`config.mk`:
```
export PLATFORM = sky130hd
export DESIGN_NAME = lap3_out_fifo_flat
export DESIGN_NICKNAME = d
export VERILOG_FILES = /design/src/rtl/lap3_pkg.sv /design/src/rtl/lap3_if.sv /design/src/rtl/lap3_out_fifo.sv /design/src/flat_wrapper.sv
export SDC_FILE = /design/constraint.sdc
export NUM_CORES = 2
export LEC_CHECK = 0
export BUFFER_PORTS_ARGS = -buffer_cell sky130_fd_sc_hd__buf_2
export CAP_MARGIN = 40
export CORE_MARGIN = 4
export CORE_UTILIZATION = 63
export CTS_CLUSTER_DIAMETER = 50
export CTS_CLUSTER_SIZE = 25
export DETAILED_ROUTE_END_ITERATION = 12
export HOLD_SLACK_MARGIN = 0.12
export PLACE_DENSITY = 0.81
export REMOVE_ABC_BUFFERS = 1
export SYNTH_ARGS = -nofsm -noshare
export SYNTH_HDL_FRONTEND = slang
export SYNTH_SLANG_ARGS = --single-unit
```
`constraint.sdc`:
```
create_clock -name clk -period 9.7 [get_ports clk]
set_input_delay 1.94 -clock clk [delete_from_list [all_inputs] [get_ports clk]]
set_output_delay 1.94 -clock clk [all_outputs]
set_load 0.05 [all_outputs]
```
`src/rtl/lap3_pkg.sv`:
```
// ----------------------------------------------------------------------------
// lap3_pkg
// Shared types and constants of the 3x3 Laplacian stream filter.
// ----------------------------------------------------------------------------
package lap3_pkg;

	localparam int PIX_W   = 8;
	localparam int CFG_DW  = 13;
	localparam int CFG_IW  = 2;
	localparam int VAL_W   = 12;
	localparam int COORD_W = 12;
	localparam int ABS_W   = 11;
	localparam int SUM_W   = 35;

	// register indexes of the configuration port
	localparam logic [CFG_IW-1:0] REG_IMAGE_WIDTH  = 2'd0;
	localparam logic [CFG_IW-1:0] REG_IMAGE_HEIGHT = 2'd1;
	localparam logic [CFG_IW-1:0] REG_ABS_MODE     = 2'd2;

	localparam logic [CFG_DW-1:0] RESET_WIDTH  = 13'd640;
	localparam logic [CFG_DW-1:0] RESET_HEIGHT = 13'd480;

	// item commands
	localparam logic CMD_PIXEL = 1'b0;
	localparam logic CMD_DRAIN = 1'b1;

	localparam int FIFO_DEPTH = 16;
	localparam int FIFO_AW    = $clog2(FIFO_DEPTH);
	localparam int FIFO_CW    = $clog2(FIFO_DEPTH + 1);

	typedef struct packed {
		logic                      frame_last;
		logic signed [VAL_W-1:0]   filter_value;
		logic        [COORD_W-1:0] out_row;
		logic        [COORD_W-1:0] out_col;
		logic        [SUM_W-1:0]   frame_abs_sum;
	} result_t;

	// one accepted item as it leaves the sequencer
	typedef struct packed {
		logic               valid;
		logic               drain;
		logic [PIX_W-1:0]   pixel;
		logic               emit_a;    // result for column c-1
		logic               emit_b;    // result for column c (row end)
		logic               first_col; // c == 1, left neighbor clamps
		logic               last;
		logic               up_older;
		logic [COORD_W-1:0] out_row;
		logic [COORD_W-1:0] out_col;
	} ctrl_t;

	typedef struct packed {
		logic [1:0] n;
		result_t    res0;
		result_t    res1;
	} push_t;

endpackage

```
`src/rtl/lap3_if.sv`:
```


interface lap3_out_if;
	import lap3_pkg::*;

	logic                      valid;
	logic                      ready;
	logic signed [VAL_W-1:0]   filter_value;
	logic        [COORD_W-1:0] out_row;
	logic        [COORD_W-1:0] out_col;
	logic                      frame_last;
	logic        [SUM_W-1:0]   frame_abs_sum;

	modport source(output valid, filter_value, out_row, out_col, frame_last, frame_abs_sum,
		input ready);
	modport sink(input valid, filter_value, out_row, out_col, frame_last, frame_abs_sum,
		output ready);
endinterface

```
`src/rtl/lap3_out_fifo.sv`:
```
// ----------------------------------------------------------------------------
// lap3_out_fifo
// Result queue taking up to two items a cycle and giving one a cycle on ready.
// ----------------------------------------------------------------------------
module lap3_out_fifo (
	input  logic                          clk,
	input  logic                          arst_n,
	input  lap3_pkg::push_t               push,
	lap3_out_if.source                    results,
	output logic [lap3_pkg::FIFO_CW-1:0]  count
);
	import lap3_pkg::*;

	result_t              mem_q [FIFO_DEPTH];
	logic [FIFO_AW-1:0]   wp_q;
	logic [FIFO_AW-1:0]   rp_q;
	logic [FIFO_CW-1:0]   count_q;
	logic                 pop;
	result_t              head;

	assign head  = mem_q[rp_q];
	assign pop   = results.valid && results.ready;
	assign count = count_q;

	assign results.valid         = (count_q != '0);
	assign results.filter_value  = head.filter_value;
	assign results.out_row       = head.out_row;
	assign results.out_col       = head.out_col;
	assign results.frame_last    = head.frame_last;
	assign results.frame_abs_sum = head.frame_abs_sum;

	always_ff @(posedge clk) begin
		if (push.n != 2'd0) begin
			mem_q[wp_q] <= push.res0;
		end
		if (push.n == 2'd2) begin
			mem_q[wp_q + FIFO_AW'(1)] <= push.res1;
		end
	end

	always_ff @(posedge clk or negedge arst_n) begin
		if (!arst_n) begin
			wp_q    <= '0;
			rp_q    <= '0;
			count_q <= '0;
		end else begin
			wp_q    <= wp_q + FIFO_AW'(push.n);
			count_q <= count_q + FIFO_CW'(push.n) - FIFO_CW'(pop);
			if (pop) begin
				rp_q <= rp_q + FIFO_AW'(1);
			end
		end
	end

endmodule

```
`src/flat_wrapper.sv`:
```
// flat-port wrapper written by rule: the top's interface ports become plain ports
module lap3_out_fifo_flat import lap3_pkg::*;
  (clk, arst_n, push, count, results_valid, results_filter_value, results_out_row, results_out_col, results_frame_last, results_frame_abs_sum, results_ready);
  lap3_out_if results_i ();
  input  logic clk;
  input  logic arst_n;
  input  lap3_pkg::push_t push;
  output logic [lap3_pkg::FIFO_CW-1:0] count;
  output wire logic [$bits(results_i.valid)-1:0] results_valid;
  output wire logic [$bits(results_i.filter_value)-1:0] results_filter_value;
  output wire logic [$bits(results_i.out_row)-1:0] results_out_row;
  output wire logic [$bits(results_i.out_col)-1:0] results_out_col;
  output wire logic [$bits(results_i.frame_last)-1:0] results_frame_last;
  output wire logic [$bits(results_i.frame_abs_sum)-1:0] results_frame_abs_sum;
  input wire logic [$bits(results_i.ready)-1:0] results_ready;
  assign results_valid = results_i.valid;
  assign results_filter_value = results_i.filter_value;
  assign results_out_row = results_i.out_row;
  assign results_out_col = results_i.out_col;
  assign results_frame_last = results_i.frame_last;
  assign results_frame_abs_sum = results_i.frame_abs_sum;
  assign results_i.ready = results_ready;
  lap3_out_fifo u_core (.clk(clk), .arst_n(arst_n), .push(push), .results(results_i), .count(count));
endmodule
```
==> results.toml <==
[final_layout]
multi_input_area_um2 = 22200
area_growth_pct = 11.3
instances_no_fill = 4727
final_net_count = 3525
drive_gt1_share_pct = 57.0
fill_cells = 5549
regArea_um2 = 34900

[logic_synthesis]
synth_edf_count = 1152
syn_inst = 3289
post-synth-top-count-cell = "edfxtp_1"
synth.distinct_cells = 47
seq_area_frac_synth_pct = 59.5
synth_top_cell_area_share_pct = 58.9
synth_area_leaders = "edfxtp_1, mux2_2, mux4_2, mux2_4, a22oi_1"
synth_area_um2 = 58700
yosysTopAreaCell = "edfxtp_1"
yosysWarningCount = 0
synthArstFlopShare_pct = 1.12
ys.flop_type = "edfxtp_1"
ys_seq_elements = 1165
synth_commonest_cells = "edfxtp_1, mux2_2, mux4_2, clkbuf_1, a22oi_1"
syn_avg_cell_area_um2 = 17.8

[routing]
vias = 33100
firstDrtPassIters = 5
wl_um = 156000
wl_per_cell_um = 33.0
ant_nets = 0
vias_per_cell = 7.00
drc = 0
drt_iter0_drc = 4343

[timing]
finalWorstSetupSlack_ns = 4.06
skew_ns = 0.0268
finalMaxSlewViolations = 0
max_freq_mhz = 177
final_hold_viol_count = 0
setup_violations = 0
hold_ws_ns = 0.574
rsz0062_at_grt = "no"
tightest_slew_ns = 0.969
min_period_over_period_pct = 58.1
slew_headroom_pct = 35.4
period_needed_ns = 5.64

[global_routing]
met1_usage_pct = 42.3
grt_busiest_layer = "met2"
grt_pass1_wl_um = 231000
grt_pass1_vias = 35000
grt_use_total_pct = 31.7
grt_max_degree = 143
antenna_found_initial = 29
grt_util_met2_pct = 52.9
met3_usage_pct = 6.23
overflow = 0

[power_and_ir_drop]
p_per_area_nw_per_um2 = 281
p_comb_share_pct = 38.0
p_leak_nw = 22.5
cellInternalPower_mw = 11.6
vdd_drop_max_mv = 0.266
seq_power_share_pct = 37.0
clkPwrFrac_pct = 25.0
switching_share_pct = 37.0
power_switching_mw = 6.81

[clocking]
h-tree-depth = 3
cts_made_buffers = 116
cts_sinks = 1165
cts_tree = "built"
clock_latency_ns = 0.73
cts_setup_buffers = 0
cts_resized = 0
clk_pin_slew_ns = 0.06
cts_hold_buf = 0
ctsLongestPathBuffers = 3
clock-root-buffer = "clkbuf_16"

[job]
cap_violations = 0

[placement]
place_inst = 4489
dp_slack_ns = 4.59
hpwl_um = 86900
io_buffers = 226
place.gp.congestion = 0.765

[setup_path]
crit_chain = "buf_16, buf_12, mux4_2, a22oi_1, nand2_1, buf_2"
worstReg2RegStart = "u_core.wp_q[0]"
required_ns = 7.76
cpPeakStageDelay_ns = 0.75
crit_path_top_delay_cell = "buf_12"
cpLargestDelayFamily = "buffers and inverters"
arrival_ns = 3.70
worstPathBufferInverterCount = 3
r2r_cells = 5
reg2reg_setup_slack_ns = 5.89
path_class = "register to primary output"
cp-start-kind = "register"
critPathCaptureType = "primary output"
rr_endpoint = "u_core.mem_q[15][14]"
critPathMaxFanout = 142

[min_path]
hp-class = "register to register"
whs_path_depth = 1
worstHoldEndpoint = "u_core.rp_q[0]"
min_from = "u_core.rp_q[0]"

[floorplan]
die_h_um = 313
die_area_um2 = 98100
io_pins = 227
die_width_um = 313
num_rows = 111
design.core.area_um2 = 92100
initial_core_util_pct = 63.8

[run_status]
outcome = "completed"
## power groups by stage
| stage | registers [mW] | logic [mW] | clock network (mW) |
|---|---|---|---|
| 4_1_cts | 6.80 | 6.99 | 4.61 |
| 3_5_place_dp | 6.90 | 6.96 | 0 |
| 5_1_grt | 6.85 | 7.30 | 4.84 |
| 3_3_place_gp | 6.95 | 6.52 | 0 |
| 6_report | 6.81 | 6.98 | 4.59 |
| 2_1_floorplan | 7.33 | 5.22 | 0 |
## logic make-up after synthesis
kind of cell | count (synthesis) | synth area share, %
fa+ha+maj | 12 | 0.281
mux | 1442 | 34.1
flops | 1165 | 59.5
simple gates | 125 | 1.01
buf+inv | 381 | 3.04
compound gates | 155 | 1.97
xor+xnor | 9 | 0.134
## sequential cells by signal, indices dropped and copies added (netlist names)
register and cells:
u_core.mem_q 1152, u_core.count 5, u_core.rp_q 4, u_core.wp_q 4
## routing by layer
metal | wire length [um] | up-vias | part of all wire [%]
li1 | - | 13500 | -
met5 | 74 | - | 0.048
met2 | 78000 | 1978 | 50
met1 | 57700 | 17300 | 37
met3 | 14500 | 342 | 9.3
met4 | 5460 | 12 | 3.5
## through the flow
stage | TNS [ns] | cell area, um^2 | util (%) | power [mW]
after floorplan | -395.35 | 57000 | - | 12.5
after global placement | 0 | 60400 | 65.6 | 13.5
after detailed placement | 0 | 61400 | 66.7 | 13.9
after CTS | 0 | 65300 | 70.9 | 18.4
after global routing | 0 | 65300 | 71.0 | 19.0
final | 0 | 65400 | 71.0 | 18.4
## final cells by class
class	instances	share of cell area, %
antenna	22	0.0842
multi-input combinational	1743	34.0
clock inverter	87	1.33
inverter	14	0.0804
tap	1243	2.38
sequential	1165	53.4
clock buffer	129	4.65
timing repair buffer	324	4.01
## how the worst max path moves through the flow
stage	start	endpoint	slack [ns]	cells after the start
finish	u_core.rp_q[1]	results_frame_abs_sum[0]	4.06	6
global route	u_core.rp_q[0]	results_filter_value[5]	3.89	6
CTS	u_core.rp_q[1]	results_frame_abs_sum[23]	4.08	6
detailed placement	push[144]	u_core.mem_q[15][38]	4.59	6
global placement	u_core.rp_q[0]	results_out_row[4]	4.48	5
floorplan	u_core.rp_q[0]	results_filter_value[0]	-4.59	3
## layout by cell type, fill, tap and decap left out, types with 4 or more instances in the layout
| master | instances |
|---|---|
| xnor2_1 | 6 |
| inv_8 | 6 |
| clkinv_4 | 8 |
| bufinv_16 | 7 |
| buf_16 | 27 |
| clkbuf_16 | 120 |
| mux2_1 | 25 |
| dfrtp_1 | 11 |
| clkinv_8 | 8 |
| edfxtp_1 | 1152 |
| nor3_2 | 4 |
| clkinv_1 | 13 |
| nor2_4 | 8 |
| inv_1 | 14 |
| buf_2 | 226 |
| a22oi_1 | 144 |
| diode_2 | 22 |
| clkbuf_1 | 9 |
| clkinvlp_4 | 12 |
| mux4_2 | 288 |
| nand2_1 | 75 |
| mux2_2 | 988 |
| inv_6 | 20 |
| mux2_4 | 140 |
| buf_12 | 17 |
| nand3_4 | 6 |
| ha_1 | 10 |
| clkinv_2 | 12 |
| buf_4 | 54 |
(Power assumes the default switching activity.)
