--- config.mk ---
export PLATFORM = sky130hd
export DESIGN_NAME = lap3_kernel
export DESIGN_NICKNAME = d
export VERILOG_FILES = /design/src/rtl/lap3_pkg.sv /design/src/rtl/lap3_kernel.sv
export SDC_FILE = /design/constraint.sdc
export NUM_CORES = 1
export LEC_CHECK = 0
export BUFFER_PORTS_ARGS = -buffer_cell sky130_fd_sc_hd__buf_2
export CAP_MARGIN = 20
export CORE_AREA = 10 10 153 184
export CTS_BUF_LIST = sky130_fd_sc_hd__clkbuf_8
export DETAILED_ROUTE_END_ITERATION = 12
export DIE_AREA = 0 0 163 194
export PLACE_DENSITY = 0.67
export SLEW_MARGIN = 40
export SYNTH_ARGS = -nofsm -noshare
export SYNTH_HDL_FRONTEND = slang
export SYNTH_SLANG_ARGS = --single-unit
--- constraint.sdc ---
create_clock -name clk -period 5.4 [get_ports clk]
set_input_delay 0.27 -clock clk [delete_from_list [all_inputs] [get_ports clk]]
set_output_delay 0.27 -clock clk [all_outputs]
set_load 0.05 [all_outputs]
--- src/rtl/lap3_pkg.sv ---
// ----------------------------------------------------------------------------
// lap3_pkg
// Shared types and constants of the 3x3 Laplacian stream filter.
// ----------------------------------------------------------------------------
package lap3_pkg;

	localparam int PIX_W   = 8;
	localparam int CFG_DW  = 13;
	localparam int CFG_IW  = 2;
	localparam int VAL_W   = 12;
	localparam int COORD_W = 12;
	localparam int ABS_W   = 11;
	localparam int SUM_W   = 35;

	// register indexes of the configuration port
	localparam logic [CFG_IW-1:0] REG_IMAGE_WIDTH  = 2'd0;
	localparam logic [CFG_IW-1:0] REG_IMAGE_HEIGHT = 2'd1;
	localparam logic [CFG_IW-1:0] REG_ABS_MODE     = 2'd2;

	localparam logic [CFG_DW-1:0] RESET_WIDTH  = 13'd640;
	localparam logic [CFG_DW-1:0] RESET_HEIGHT = 13'd480;

	// item commands
	localparam logic CMD_PIXEL = 1'b0;
	localparam logic CMD_DRAIN = 1'b1;

	localparam int FIFO_DEPTH = 16;
	localparam int FIFO_AW    = $clog2(FIFO_DEPTH);
	localparam int FIFO_CW    = $clog2(FIFO_DEPTH + 1);

	typedef struct packed {
		logic                      frame_last;
		logic signed [VAL_W-1:0]   filter_value;
		logic        [COORD_W-1:0] out_row;
		logic        [COORD_W-1:0] out_col;
		logic        [SUM_W-1:0]   frame_abs_sum;
	} result_t;

	// one accepted item as it leaves the sequencer
	typedef struct packed {
		logic               valid;
		logic               drain;
		logic [PIX_W-1:0]   pixel;
		logic               emit_a;    // result for column c-1
		logic               emit_b;    // result for column c (row end)
		logic               first_col; // c == 1, left neighbor clamps
		logic               last;
		logic               up_older;
		logic [COORD_W-1:0] out_row;
		logic [COORD_W-1:0] out_col;
	} ctrl_t;

	typedef struct packed {
		logic [1:0] n;
		result_t    res0;
		result_t    res1;
	} push_t;

endpackage

--- src/rtl/lap3_kernel.sv ---
// ----------------------------------------------------------------------------
// lap3_kernel
// Line store update, 3x3 column window, kernel arithmetic and frame sum.
// ----------------------------------------------------------------------------
module lap3_kernel (
	input  logic                        clk,
	input  logic                        arst_n,
	input  lap3_pkg::ctrl_t             ctrl_s1,
	input  logic [2*lap3_pkg::PIX_W-1:0] rd_data,
	input  logic                        abs_mode,
	input  logic                        restart,
	output logic                        wr_en,
	output logic [2*lap3_pkg::PIX_W-1:0] wr_data,
	output logic [1:0]                  inflight,
	output lap3_pkg::push_t             push
);
	import lap3_pkg::*;

	typedef struct packed {
		logic [PIX_W-1:0] mid;
		logic [9:0]       sum;
	} column_t;

	// store word: older row in the upper byte, newer row in the lower byte
	logic [PIX_W-1:0] older;
	logic [PIX_W-1:0] newer;
	logic [PIX_W-1:0] up;
	logic [PIX_W-1:0] dn;
	column_t          col_new;

	column_t win_a_q;
	column_t win_b_q;
	column_t win_c_q;
	ctrl_t   ctrl_s2;

	column_t                 left;
	logic [11:0]             total_a;
	logic [11:0]             total_b;
	logic [11:0]             nine_b;
	logic [11:0]             nine_c;
	logic signed [12:0]      va_wide;
	logic signed [12:0]      vb_wide;
	logic signed [12:0]      aa_wide;
	logic signed [12:0]      ab_wide;

	logic                    valid_s3;
	logic                    emit_a_s3;
	logic                    emit_b_s3;
	logic                    last_s3;
	logic [COORD_W-1:0]      row_s3;
	logic [COORD_W-1:0]      col_s3;
	logic signed [VAL_W-1:0] va_s3;
	logic signed [VAL_W-1:0] vb_s3;
	logic [ABS_W-1:0]        aa_s3;
	logic [ABS_W-1:0]        ab_s3;

	logic [SUM_W-1:0] acc_q;
	logic [SUM_W-1:0] acc_next;
	logic [11:0]      add;
	result_t          res_a;
	result_t          res_b;

	// s1: store data is back, write the shifted column and form its sums
	assign older   = rd_data[2*PIX_W-1:PIX_W];
	assign newer   = rd_data[PIX_W-1:0];
	assign up      = ctrl_s1.up_older ? older : newer;
	assign dn      = ctrl_s1.drain ? newer : ctrl_s1.pixel;
	assign wr_en   = ctrl_s1.valid && !ctrl_s1.drain;
	assign wr_data = {newer, ctrl_s1.pixel};

	always_comb begin
		col_new.mid = newer;
		col_new.sum = {2'b00, up} + {2'b00, newer} + {2'b00, dn};
	end

	always_ff @(posedge clk) begin
		if (ctrl_s1.valid) begin
			win_c_q <= col_new;
			win_b_q <= win_c_q;
			win_a_q <= win_b_q;
		end
	end

	// s2: 9*center minus the nine-pixel sum equals 8*center minus the ring
	assign left    = ctrl_s2.first_col ? win_b_q : win_a_q;
	assign total_a = {2'b00, left.sum} + {2'b00, win_b_q.sum} + {2'b00, win_c_q.sum};
	assign total_b = {2'b00, win_b_q.sum} + {1'b0, win_c_q.sum, 1'b0};
	assign nine_b  = {1'b0, win_b_q.mid, 3'b000} + {4'b0000, win_b_q.mid};
	assign nine_c  = {1'b0, win_c_q.mid, 3'b000} + {4'b0000, win_c_q.mid};
	assign va_wide = $signed({1'b0, nine_b}) - $signed({1'b0, total_a});
	assign vb_wide = $signed({1'b0, nine_c}) - $signed({1'b0, total_b});
	assign aa_wide = va_wide[12] ? -va_wide : va_wide;
	assign ab_wide = vb_wide[12] ? -vb_wide : vb_wide;

	always_ff @(posedge clk) begin
		row_s3 <= ctrl_s2.out_row;
		col_s3 <= ctrl_s2.out_col;
		va_s3  <= va_wide[VAL_W-1:0];
		vb_s3  <= vb_wide[VAL_W-1:0];
		aa_s3  <= aa_wide[ABS_W-1:0];
		ab_s3  <= ab_wide[ABS_W-1:0];
	end

	always_ff @(posedge clk or negedge arst_n) begin
		if (!arst_n) begin
			ctrl_s2   <= '0;
			valid_s3  <= 1'b0;
			emit_a_s3 <= 1'b0;
			emit_b_s3 <= 1'b0;
			last_s3   <= 1'b0;
			acc_q     <= '0;
		end else begin
			ctrl_s2   <= ctrl_s1;
			valid_s3  <= ctrl_s2.valid && (ctrl_s2.emit_a || ctrl_s2.emit_b);
			emit_a_s3 <= ctrl_s2.emit_a;
			emit_b_s3 <= ctrl_s2.emit_b;
			last_s3   <= ctrl_s2.last;
			if (restart) begin
				acc_q <= '0;
			end else if (valid_s3) begin
				acc_q <= last_s3 ? '0 : acc_next;
			end
		end
	end

	// s3: accumulate and hand the results to the output queue
	assign add      = (emit_a_s3 ? {1'b0, aa_s3} : 12'd0) + (emit_b_s3 ? {1'b0, ab_s3} : 12'd0);
	assign acc_next = acc_q + SUM_W'(add);

	always_comb begin
		res_a.filter_value  = abs_mode ? $signed({1'b0, aa_s3}) : va_s3;
		res_a.out_row       = row_s3;
		res_a.out_col       = col_s3 - COORD_W'(1);
		res_a.frame_last    = 1'b0;
		res_a.frame_abs_sum = '0;
		res_b.filter_value  = abs_mode ? $signed({1'b0, ab_s3}) : vb_s3;
		res_b.out_row       = row_s3;
		res_b.out_col       = col_s3;
		res_b.frame_last    = last_s3;
		res_b.frame_abs_sum = last_s3 ? acc_next : '0;
		push.res0 = emit_a_s3 ? res_a : res_b;
		push.res1 = res_b;
		push.n    = valid_s3 ? (2'(emit_a_s3) + 2'(emit_b_s3)) : 2'd0;
	end

	assign inflight = 2'(ctrl_s1.valid) + 2'(ctrl_s2.valid) + 2'(valid_s3);

endmodule

==> reports/results.ini, run 1 <==
[outcome]
status=completed

[logic_synthesis]
synth_compound_area_frac=0.105
synth_ff_type=dfxtp_1
synth_area_leaders=dfrtp_1 16%, edfxtp_1 13%, dfxtp_1 13%
yosysMostFrequentCell=inv_1
syn_inst=1026
synth_top_family_by_area=adder cells
synthTopCellsByCount=111 x inv_1, 68 x dfrtp_1, 68 x dfxtp_1
synthSimpleGateAreaFrac=0.119
yosys.area.top_type=dfrtp_1
netlist_area_um2=10800
synth-adder-area-share=0.181
synth_nets=1205
synth_seq_area_share=0.410
synth_xor_area_frac=0.0622
ys_async_sr_fraction=0.374
synth_warnings=0
synth_edf_count=46
muxShareOfSynthArea=0.0500
synth_seq_cells=182
avgSynthCellArea_um2=10.6
yosysUniqueCellTypes=63
synth_top_area_frac=0.157

[sta]
clock_skew_ns=0.0134
slew_violations=0
fin_crit_sh=0.867
fmax_ghz=0.214
rsz0062_at_grt=no
hold_violations=0
slew_headroom=0.530
fin_crit_ns=4.68
worst_slew_pin_slew_ns=0.700
setup_tns_ns=0
worst_slack_ns=0.717
setup_viol=0

[placement]
io_buffers=223
dp_cells=1519
hpwl_mm=19.9
dp_slack_ns=0.772
gp_congestion=0.849

[routing]
wire_per_inst_um=15.8
firstDrtPassIters=4
wirelength_mm=24.9
antenna_left=0
vias=7724
initialDrtViolationCount=266
remaining_drc_errors=0
viasPerCell=4.89

[global_route]
gr-total-overflow=0
grt_max_degree=69
antenna_found_initial=0
grt_usage=0.156
grt_pass1_vias=8037
grt_pass1_wl_mm=40.4

[job]
maxCapViolCount=0

[critical_path]
timing_worst_setup_path_type=reg2reg
startpoint_type=flip-flop
end_kind=flip-flop
worstPathMaxFanout=10
worstPathArrival_ns=5.07
critPathRequiredTime_ns=5.78
reg2reg_slack_ns=0.72

[power_and_ir_drop]
p_leak_nw=6.10
ir_drop_uv=396
power.density_nw_per_um2=630
p_total_mw=8.03

[cts]
clk_path_buf_depth=2
cts_resized=0
clk_pin_slew_ns=0.10
clock_sinks=182
insertion_delay_ns=0.45
cts_htree_levels=4
cts_root_buf=clkbuf_8
tritoncts=yes
cts_made_buffers=17

[cells_and_area]
n_antenna_cell=0
drive_gt1_frac=0.244
fin_nets=1421
area_growth_pct=17.6
stdcell_count=1580

[floorplan]
die_w_um=163
rows=63
start_util=0.444
fp.dieArea_um2=31600
die_h_um=194
coreArea_um2=24400
io_pins=224

[min_path]
hold_path_class=in2reg

report_power, final:
group / internal, mW / leakage (nW) / switching, mW / total (mW)
logic: 2.02 / 4.01 / 3.15 / 5.18
registers: 1.81 / 1.90 / 0.138 / 1.95
clock network: 0.350 / 0.198 / 0.551 / 0.901
total: 4.18 / 6.10 / 3.84 / 8.03
sequential cells by signal (all words and copies together) (netlist names):
name / count
win_b_q: 18
col_s3: 12
win_a_q: 10
win_c_q: 18
valid_s3: 1
vb_s3: 11
last_s3: 1
emit_b_s3: 1
emit_a_s3: 1
ctrl_s2: 29
aa_s3: 11
ab_s3: 11
row_s3: 12
va_s3: 11
acc_q: 35
cell usage in the layout, fill, tap and decap left out, types with 4 or more instances in the layout:
| master | netlist | final |
|---|---|---|
| xnor2_1 | 54 | 54 |
| dlygate4sd3_1 | 0 | 29 |
| xor2_1 | 23 | 23 |
| inv_8 | 0 | 4 |
| mux2i_1 | 26 | 26 |
| mux2_2 | 25 | 25 |
| fa_1 | 61 | 61 |
| a31oi_1 | 8 | 8 |
| edfxtp_1 | 46 | 46 |
| o21ai_0 | 40 | 40 |
| dfxtp_1 | 68 | 68 |
| o31ai_1 | 6 | 6 |
| a22o_1 | 12 | 12 |
| nor2_1 | 63 | 61 |
| and3_1 | 7 | 7 |
| o2111ai_1 | 4 | 4 |
| nor3_1 | 11 | 11 |
| a21oi_1 | 51 | 51 |
| nand3_1 | 10 | 10 |
| nand2_1 | 39 | 39 |
| dfrtp_1 | 68 | 68 |
| o21bai_1 | 5 | 5 |
| nor4_1 | 5 | 5 |
| and2_1 | 52 | 52 |
| nand2b_1 | 7 | 7 |
| nor2b_1 | 25 | 25 |
| or3_1 | 15 | 15 |
| a211oi_1 | 4 | 4 |
| inv_1 | 111 | 111 |
| buf_4 | 32 | 8 |
| a21o_1 | 14 | 14 |
| ha_1 | 59 | 59 |
| clkbuf_8 | 0 | 17 |
| buf_2 | 4 | 223 |
cell families after synthesis:
group	count (synthesis)
muxes	51
and+or+nand+nor	246
AOI/OAI and AO/OA	175
buffers and inverters	175
DFF	182
adders and majority gates	120
xor gates and xnor gates	77
routing by layer:
metal  wire [um]  track usage
met5           0            0
met4         276       0.0400
met3        1380       0.0329
met2       13100        0.287
met1       10100        0.175
area by class of cell:
class	count	area, um2
multi-input combinational	669	5610
clock inverter	15	159
fill	2196	11700
tap	325	407
clock buffer	17	234
inverter	111	417
timing repair buffer	261	1480
sequential	182	4440
path summary, 6_finish.rpt:
check / endpoint / startpoint / cells after the start
worst max-delay path: aa_s3[10]$_DFF_P_ / ctrl_s2[26]$_DFF_PN0_ / 13
worst min-delay path: win_c_q[10]$_DFFE_PP_ / rd_data[0] / 1
worst max register to register: aa_s3[10]$_DFF_P_ / ctrl_s2[26]$_DFF_PN0_ / 13
worst min register to register: col_s3[8]$_DFF_P_ / ctrl_s2[8]$_DFF_PN0_ / 0
max in group asynchronous: acc_q[20]$_DFFE_PN0P_ / arst_n / 3
min in group asynchronous: ctrl_s2[15]$_DFF_PN0_ / arst_n / 3
critical path, cell delays in order, from the launching register on:
cell     delay [ns]
dfrtp_1        0.68
mux2i_1        0.29
fa_1           0.48
fa_1           0.53
inv_1          0.06
fa_1           0.49
inv_1          0.04
ha_1           0.32
nand2_1        0.08
o31ai_1        0.38
xor2_1         0.18
or4_1          0.58
o41ai_1        0.34
xnor2_1        0.16
per-stage QoR:
stage	area (um2)	util	hold WS, ns
final	12700	0.522	0.0524
after global routing	12700	0.522	0.0141
after CTS	12700	0.522	0.00808
after detailed placement	12100	0.494	0.327
after global placement	12100	0.493	0.324
after floorplan	10800	-	-0.0256
repair_timing:
action | CTS | global route
endpoints found under the hold margin | 96 | 0
setup buffers | 0 | 0
hold buffers | 29 | 0
No activity file was read; power rests on OpenSTA's default activity.
==> run 2, diff against run 1 <==
Settings changed: PLACE_DENSITY 0.67 to 0.76, REMOVE_ABC_BUFFERS set to 1.
==> reports/results.ini, run 2 (synthesized netlist as in run 1, its figures left out) <==
[routing]
vias=7730  ; +0.078%
remaining_drc_errors=0  ; unchanged
wire_per_inst_um=15.5  ; -1.7%
firstDrtPassIters=5  ; +1
antenna_left=0  ; unchanged
wirelength_mm=24.5  ; -1.8%
viasPerCell=4.90  ; +0.14%
initialDrtViolationCount=395  ; +48%

[placement]
hpwl_mm=19.5  ; -2.3%
io_buffers=223  ; unchanged
placed_area_um2=12100  ; about the same
dp_slack_ns=0.802  ; +0.0291 ns
gp_congestion=0.825  ; -2.9%

[critical_path]
path_cells=buf_4 -> and2_1 -> fa_1 -> ha_1 -> a21o_1 -> a21oi_1 -> o21ai_0 -> a21oi_1 -> o21ai_0 -> xnor2_1 -> nor2b_1 -> buf_2
startpoint_type=flip-flop
end_kind=output port
worstPathMaxFanout=24  ; +14
critPathRequiredTime_ns=5.13  ; -0.65 ns
reg2reg_depth=13  ; unchanged
slowest_stage=dfrtp_1
timing_worst_setup_path_type=reg2out
cp_num_buf_inv=2  ; unchanged
max_stage_delay_ns=0.68  ; about the same
crit_family=compound AO/OA/AOI/OAI gates
cp_num_cells=12  ; -1
worstPathArrival_ns=4.53  ; -0.54 ns

[cts]
cts_setup_buffers=0  ; unchanged
clk_pin_slew_ns=0.11  ; about the same
cts_made_buffers=17  ; unchanged
cts_htree_levels=4  ; unchanged
clk_path_buf_depth=2  ; unchanged
insertion_delay_ns=0.47  ; +0.02 ns
clock_sinks=182  ; unchanged
cts_resized=0  ; unchanged
cts_hold_buf=29  ; unchanged
cts_root_buf=clkbuf_8
tritoncts=yes

[cells_and_area]
layout_commonest_cell=buf_2
finish.instance_area_um2=12800  ; +0.21%
top_register=acc_q
drive_gt1_frac=0.242  ; -0.00140
area_growth_pct=17.9
reg.largest.list=acc_q (35), ctrl_s2 (29)
n_antenna_cell=0  ; unchanged
fin_nets=1420  ; -0.070%
final_cell_mix=223 x buf_2, 111 x inv_1, 68 x dfxtp_1, 68 x dfrtp_1, 63 x nor2_1
largest_reg_flops=35  ; unchanged

[sta]
fin_crit_sh=0.889  ; +0.0218
clock_skew_ns=0.0177  ; +0.00434 ns
fin_crit_ns=4.80  ; +0.118 ns
rsz0062_at_grt=no
holdWs_ns=0.0300  ; -0.0224 ns
worst_slew_pin_slew_ns=0.829  ; +0.128 ns
fmax_ghz=0.208  ; -2.5%
worst_slack_ns=0.599  ; -0.118 ns
hold_violations=0  ; unchanged
slew_violations=0  ; unchanged
setup_viol=0  ; unchanged
setup_tns_ns=0  ; unchanged
slew_headroom=0.446  ; -0.0849

[floorplan]
die_w_um=163  ; unchanged
start_util=0.444  ; unchanged
coreArea_um2=24400  ; unchanged
fp.dieArea_um2=31600  ; unchanged
die_h_um=194  ; unchanged
io_pins=224  ; unchanged
rows=63  ; unchanged

[global_route]
gr-total-overflow=0  ; unchanged
grt_max_degree=69  ; unchanged
grt_pass1_vias=8142  ; +1.3%
grt_usage=0.154  ; -0.00174
antenna_found_initial=1  ; +1
grt_pass1_wl_mm=40.1  ; -0.67%

[job]
maxCapViolCount=0  ; unchanged

[min_path]
min_path_cells=1  ; unchanged
hold_path_class=in2reg

[power_and_ir_drop]
p_leak_nw=6.11  ; +0.15%
power.density_nw_per_um2=635  ; +0.88%
ir_drop_uv=465  ; +17%

[outcome]
status=completed

-- run 2: cell type report --
cell class / instances / area, um2
inverter: 111 / 417
timing repair buffer: 260 / 1470
clock inverter: 15 / 195
sequential: 182 / 4440
multi-input combinational: 669 / 5610
clock buffer: 17 / 234
fill: 2129 / 11700
tap: 325 / 407
-- run 2: path summary, 6_finish.rpt --
check / from / endpoint / slack, ns
setup reg to reg: ctrl_s2[26]$_DFF_PN0_ / aa_s3[10]$_DFF_P_ / 0.78
hold / removal: rd_data[1] / win_c_q[11]$_DFFE_PP_ / 0.03
setup / recovery: emit_a_s3$_DFF_PN0_ / push[19] / 0.60
min in group asynchronous: arst_n / ctrl_s2[19]$_DFF_PN0_ / 0.47
max in group asynchronous: arst_n / acc_q[8]$_DFFE_PN0P_ / 4.48
hold reg to reg: ctrl_s2[15]$_DFF_PN0_ / row_s3[3]$_DFF_P_ / 0.34
-- run 2: routing by layer --
layer	up-vias	part of all wire	global-route usage
met3	25	0.061	0.0374
met2	223	0.52	0.279
met1	3644	0.40	0.172
met4	2	0.018	0.0457
li1	3836	-	-
met5	-	0.00053	0
-- run 2: per-stage QoR --
stage,std cells,util,total power [mW]
final,1579,0.523,8.12
after global routing,1579,0.523,8.84
after CTS,1579,0.523,8.17
after detailed placement,1518,0.493,7.18
after global placement,1518,0.493,7.01
after floorplan,962,-,6.04
-- run 2: power breakdown --
group / switching [mW] / total, mW / leakage [nW] / internal [mW]
registers: 0.140 / 1.95 / 1.90 / 1.81
clock network: 0.587 / 0.957 / 0.211 / 0.370
logic: 3.19 / 5.21 / 4.01 / 2.02
==> run 3, diff against run 2 <==
Settings changed: GPL_TIMING_DRIVEN set to 0.
==> reports/results.ini, run 3 (synthesized netlist as in run 1, its figures left out) <==
[cts]
cts_made_buffers=17  ; unchanged
cts_setup_buffers=0  ; unchanged
clock_sinks=182  ; unchanged
tritoncts=yes
clk_pin_slew_ns=0.10  ; about the same
cts_root_buf=clkbuf_8
insertion_delay_ns=0.47  ; about the same
cts_resized=0  ; unchanged
cts_htree_levels=4  ; unchanged
cts_hold_buf=29  ; unchanged
clk_path_buf_depth=2  ; unchanged

[job]
maxCapViolCount=0  ; unchanged

[sta]
clock_skew_ns=0.0148  ; -0.00294 ns
hold_violations=0  ; unchanged
slew_headroom=0.494  ; +0.0487
worst_slew_pin_slew_ns=0.759  ; -0.0700 ns
fin_crit_ns=4.92  ; +0.116 ns
setup_viol=0  ; unchanged
worst_slack_ns=0.483  ; -0.116 ns
rsz0062_at_grt=no
slew_violations=0  ; unchanged
setup_tns_ns=0  ; unchanged
holdWs_ns=0.0367  ; +0.00668 ns
fmax_ghz=0.203  ; -2.4%
fin_crit_sh=0.911  ; +0.0215

[floorplan]
rows=63  ; unchanged
coreArea_um2=24400  ; unchanged
die_h_um=194  ; unchanged
fp.dieArea_um2=31600  ; unchanged
die_w_um=163  ; unchanged
start_util=0.444  ; unchanged
io_pins=224  ; unchanged

[cells_and_area]
fin_util=0.523  ; about the same
drive_gt1_frac=0.243  ; +0.000364
area_growth_pct=17.8  ; about the same
top_register=acc_q
fin_nets=1414  ; -0.42%
layout_commonest_cell=buf_2
largest_reg_flops=35  ; unchanged
reg.largest.list=acc_q (35), ctrl_s2 (29)
n_antenna_cell=0  ; unchanged
final_cell_mix=221 x buf_2, 111 x inv_1, 68 x dfxtp_1, 66 x dfrtp_1, 62 x nor2_1

[global_route]
grt_pass1_vias=8108  ; -0.42%
grt_max_degree=50  ; -28%
grt_usage=0.152  ; -0.00207
gr-total-overflow=0  ; unchanged
antenna_found_initial=0  ; -1
grt_pass1_wl_mm=39.5  ; -1.5%

[routing]
firstDrtPassIters=5  ; unchanged
antenna_left=0  ; unchanged
vias=7775  ; +0.58%
wire_per_inst_um=15.4  ; -0.57%
initialDrtViolationCount=346  ; -12%
viasPerCell=4.94  ; +0.97%
wirelength_mm=24.2  ; -0.95%
remaining_drc_errors=0  ; unchanged

[power_and_ir_drop]
ir_drop_uv=400  ; -14%
p_leak_nw=6.09  ; -0.37%
power.density_nw_per_um2=633  ; -0.36%
clockPowerShare=0.118  ; about the same
switching_share=0.480  ; -0.00218
p_total_mw=8.08  ; -0.40%
seqPwrFrac=0.241  ; about the same
p_sw_mw=3.88  ; -0.85%
combPwrFrac=0.640  ; about the same
p_int_mw=4.20  ; about the same

[placement]
gp_congestion=0.817  ; -0.98%
hpwl_mm=19.2  ; -1.4%
dp_slack_ns=0.497  ; -0.304 ns
io_buffers=223  ; unchanged

[critical_path]
worstPathMaxFanout=40  ; +67%
path_cells=and2_1 -> fa_1 -> ha_1 -> fa_1 -> a21o_1 -> a21oi_1 -> o21ai_0 -> a211oi_1 -> nor2_1 -> xnor2_1 -> nor2b_1 -> buf_2
slowest_stage=dfrtp_2
timing_worst_setup_path_type=reg2out
critPathRequiredTime_ns=5.13  ; about the same
max_stage_delay_ns=0.78  ; +0.10 ns
end_kind=output port
worstPathArrival_ns=4.65  ; +0.12 ns
startpoint_type=flip-flop
cpMostUsedCell=fa_1

[min_path]
hold_path_class=in2reg

[outcome]
status=completed

-- run 3: changes by cell type in the layout (fill, tap and decap cells not counted), sizes merged --
cell	change
buf	-6
-- run 3: area by class of cell --
class                   count  area [um2]
fillers                  2132       11700
clock inverters            15         193
multi-input cells         669        5620
repair buffers            254        1450
clock buffers              17         234
flip-flops and latches    182        4450
inverters                 111         417
well taps                 325         407
-- run 3: path summary, 6_finish.rpt --
path                                       start               endpoint  slack, ns  cells past startpoint
max                          emit_a_s3$_DFF_PN0_               push[23]       0.48                     12
min                                   rd_data[0]  win_c_q[10]$_DFFE_PP_       0.04                      1
min reg2reg                ctrl_s2[15]$_DFF_PN0_      row_s3[3]$_DFF_P_       0.34                      0
max reg2reg                ctrl_s2[26]$_DFF_PN0_      aa_s3[10]$_DFF_P_       0.57                     13
min in group asynchronous                 arst_n  ctrl_s2[16]$_DFF_PN0_       0.21                      2
max in group asynchronous                 arst_n   acc_q[7]$_DFFE_PN0P_       4.66                      3
-- run 3: critical path, delay by kind of cell, from the launching register on --
kind                       cells  cell delay (ns)
AOI/OAI and AO/OA              4             1.31
xor gates and xnor gates       1             0.20
adders and majority gates      3             1.08
buffers and inverters          1             0.26
DFF                            1             0.78
and+or+nand+nor                3             0.56
-- run 3: metal layers --
layer  vias up  GRT usage  routed length, um
met5         -          0                  0
met4         0     0.0507                343
met3        23     0.0380               1710
met2       239      0.272              12500
met1      3684      0.170               9730
li1       3829          -                  -
-- run 3: stage by stage --
stage / area, um2 / instances
detailed placement: 12100 / 1512
global route: 12800 / 1573
CTS: 12800 / 1573
finish: 12800 / 1573
floorplan: 10500 / 962
global placement: 12000 / 1510
-- run 3: power groups by stage --
| stage | clock network [mW] | registers (mW) | logic [mW] |
|---|---|---|---|
| global route | 1.04 | 1.99 | 5.76 |
| CTS | 0.987 | 1.95 | 5.22 |
| finish | 0.956 | 1.95 | 5.18 |
| detailed placement | 0 | 1.99 | 5.18 |
| global placement | 0 | 1.97 | 5.04 |
| floorplan | 0 | 2.00 | 4.04 |
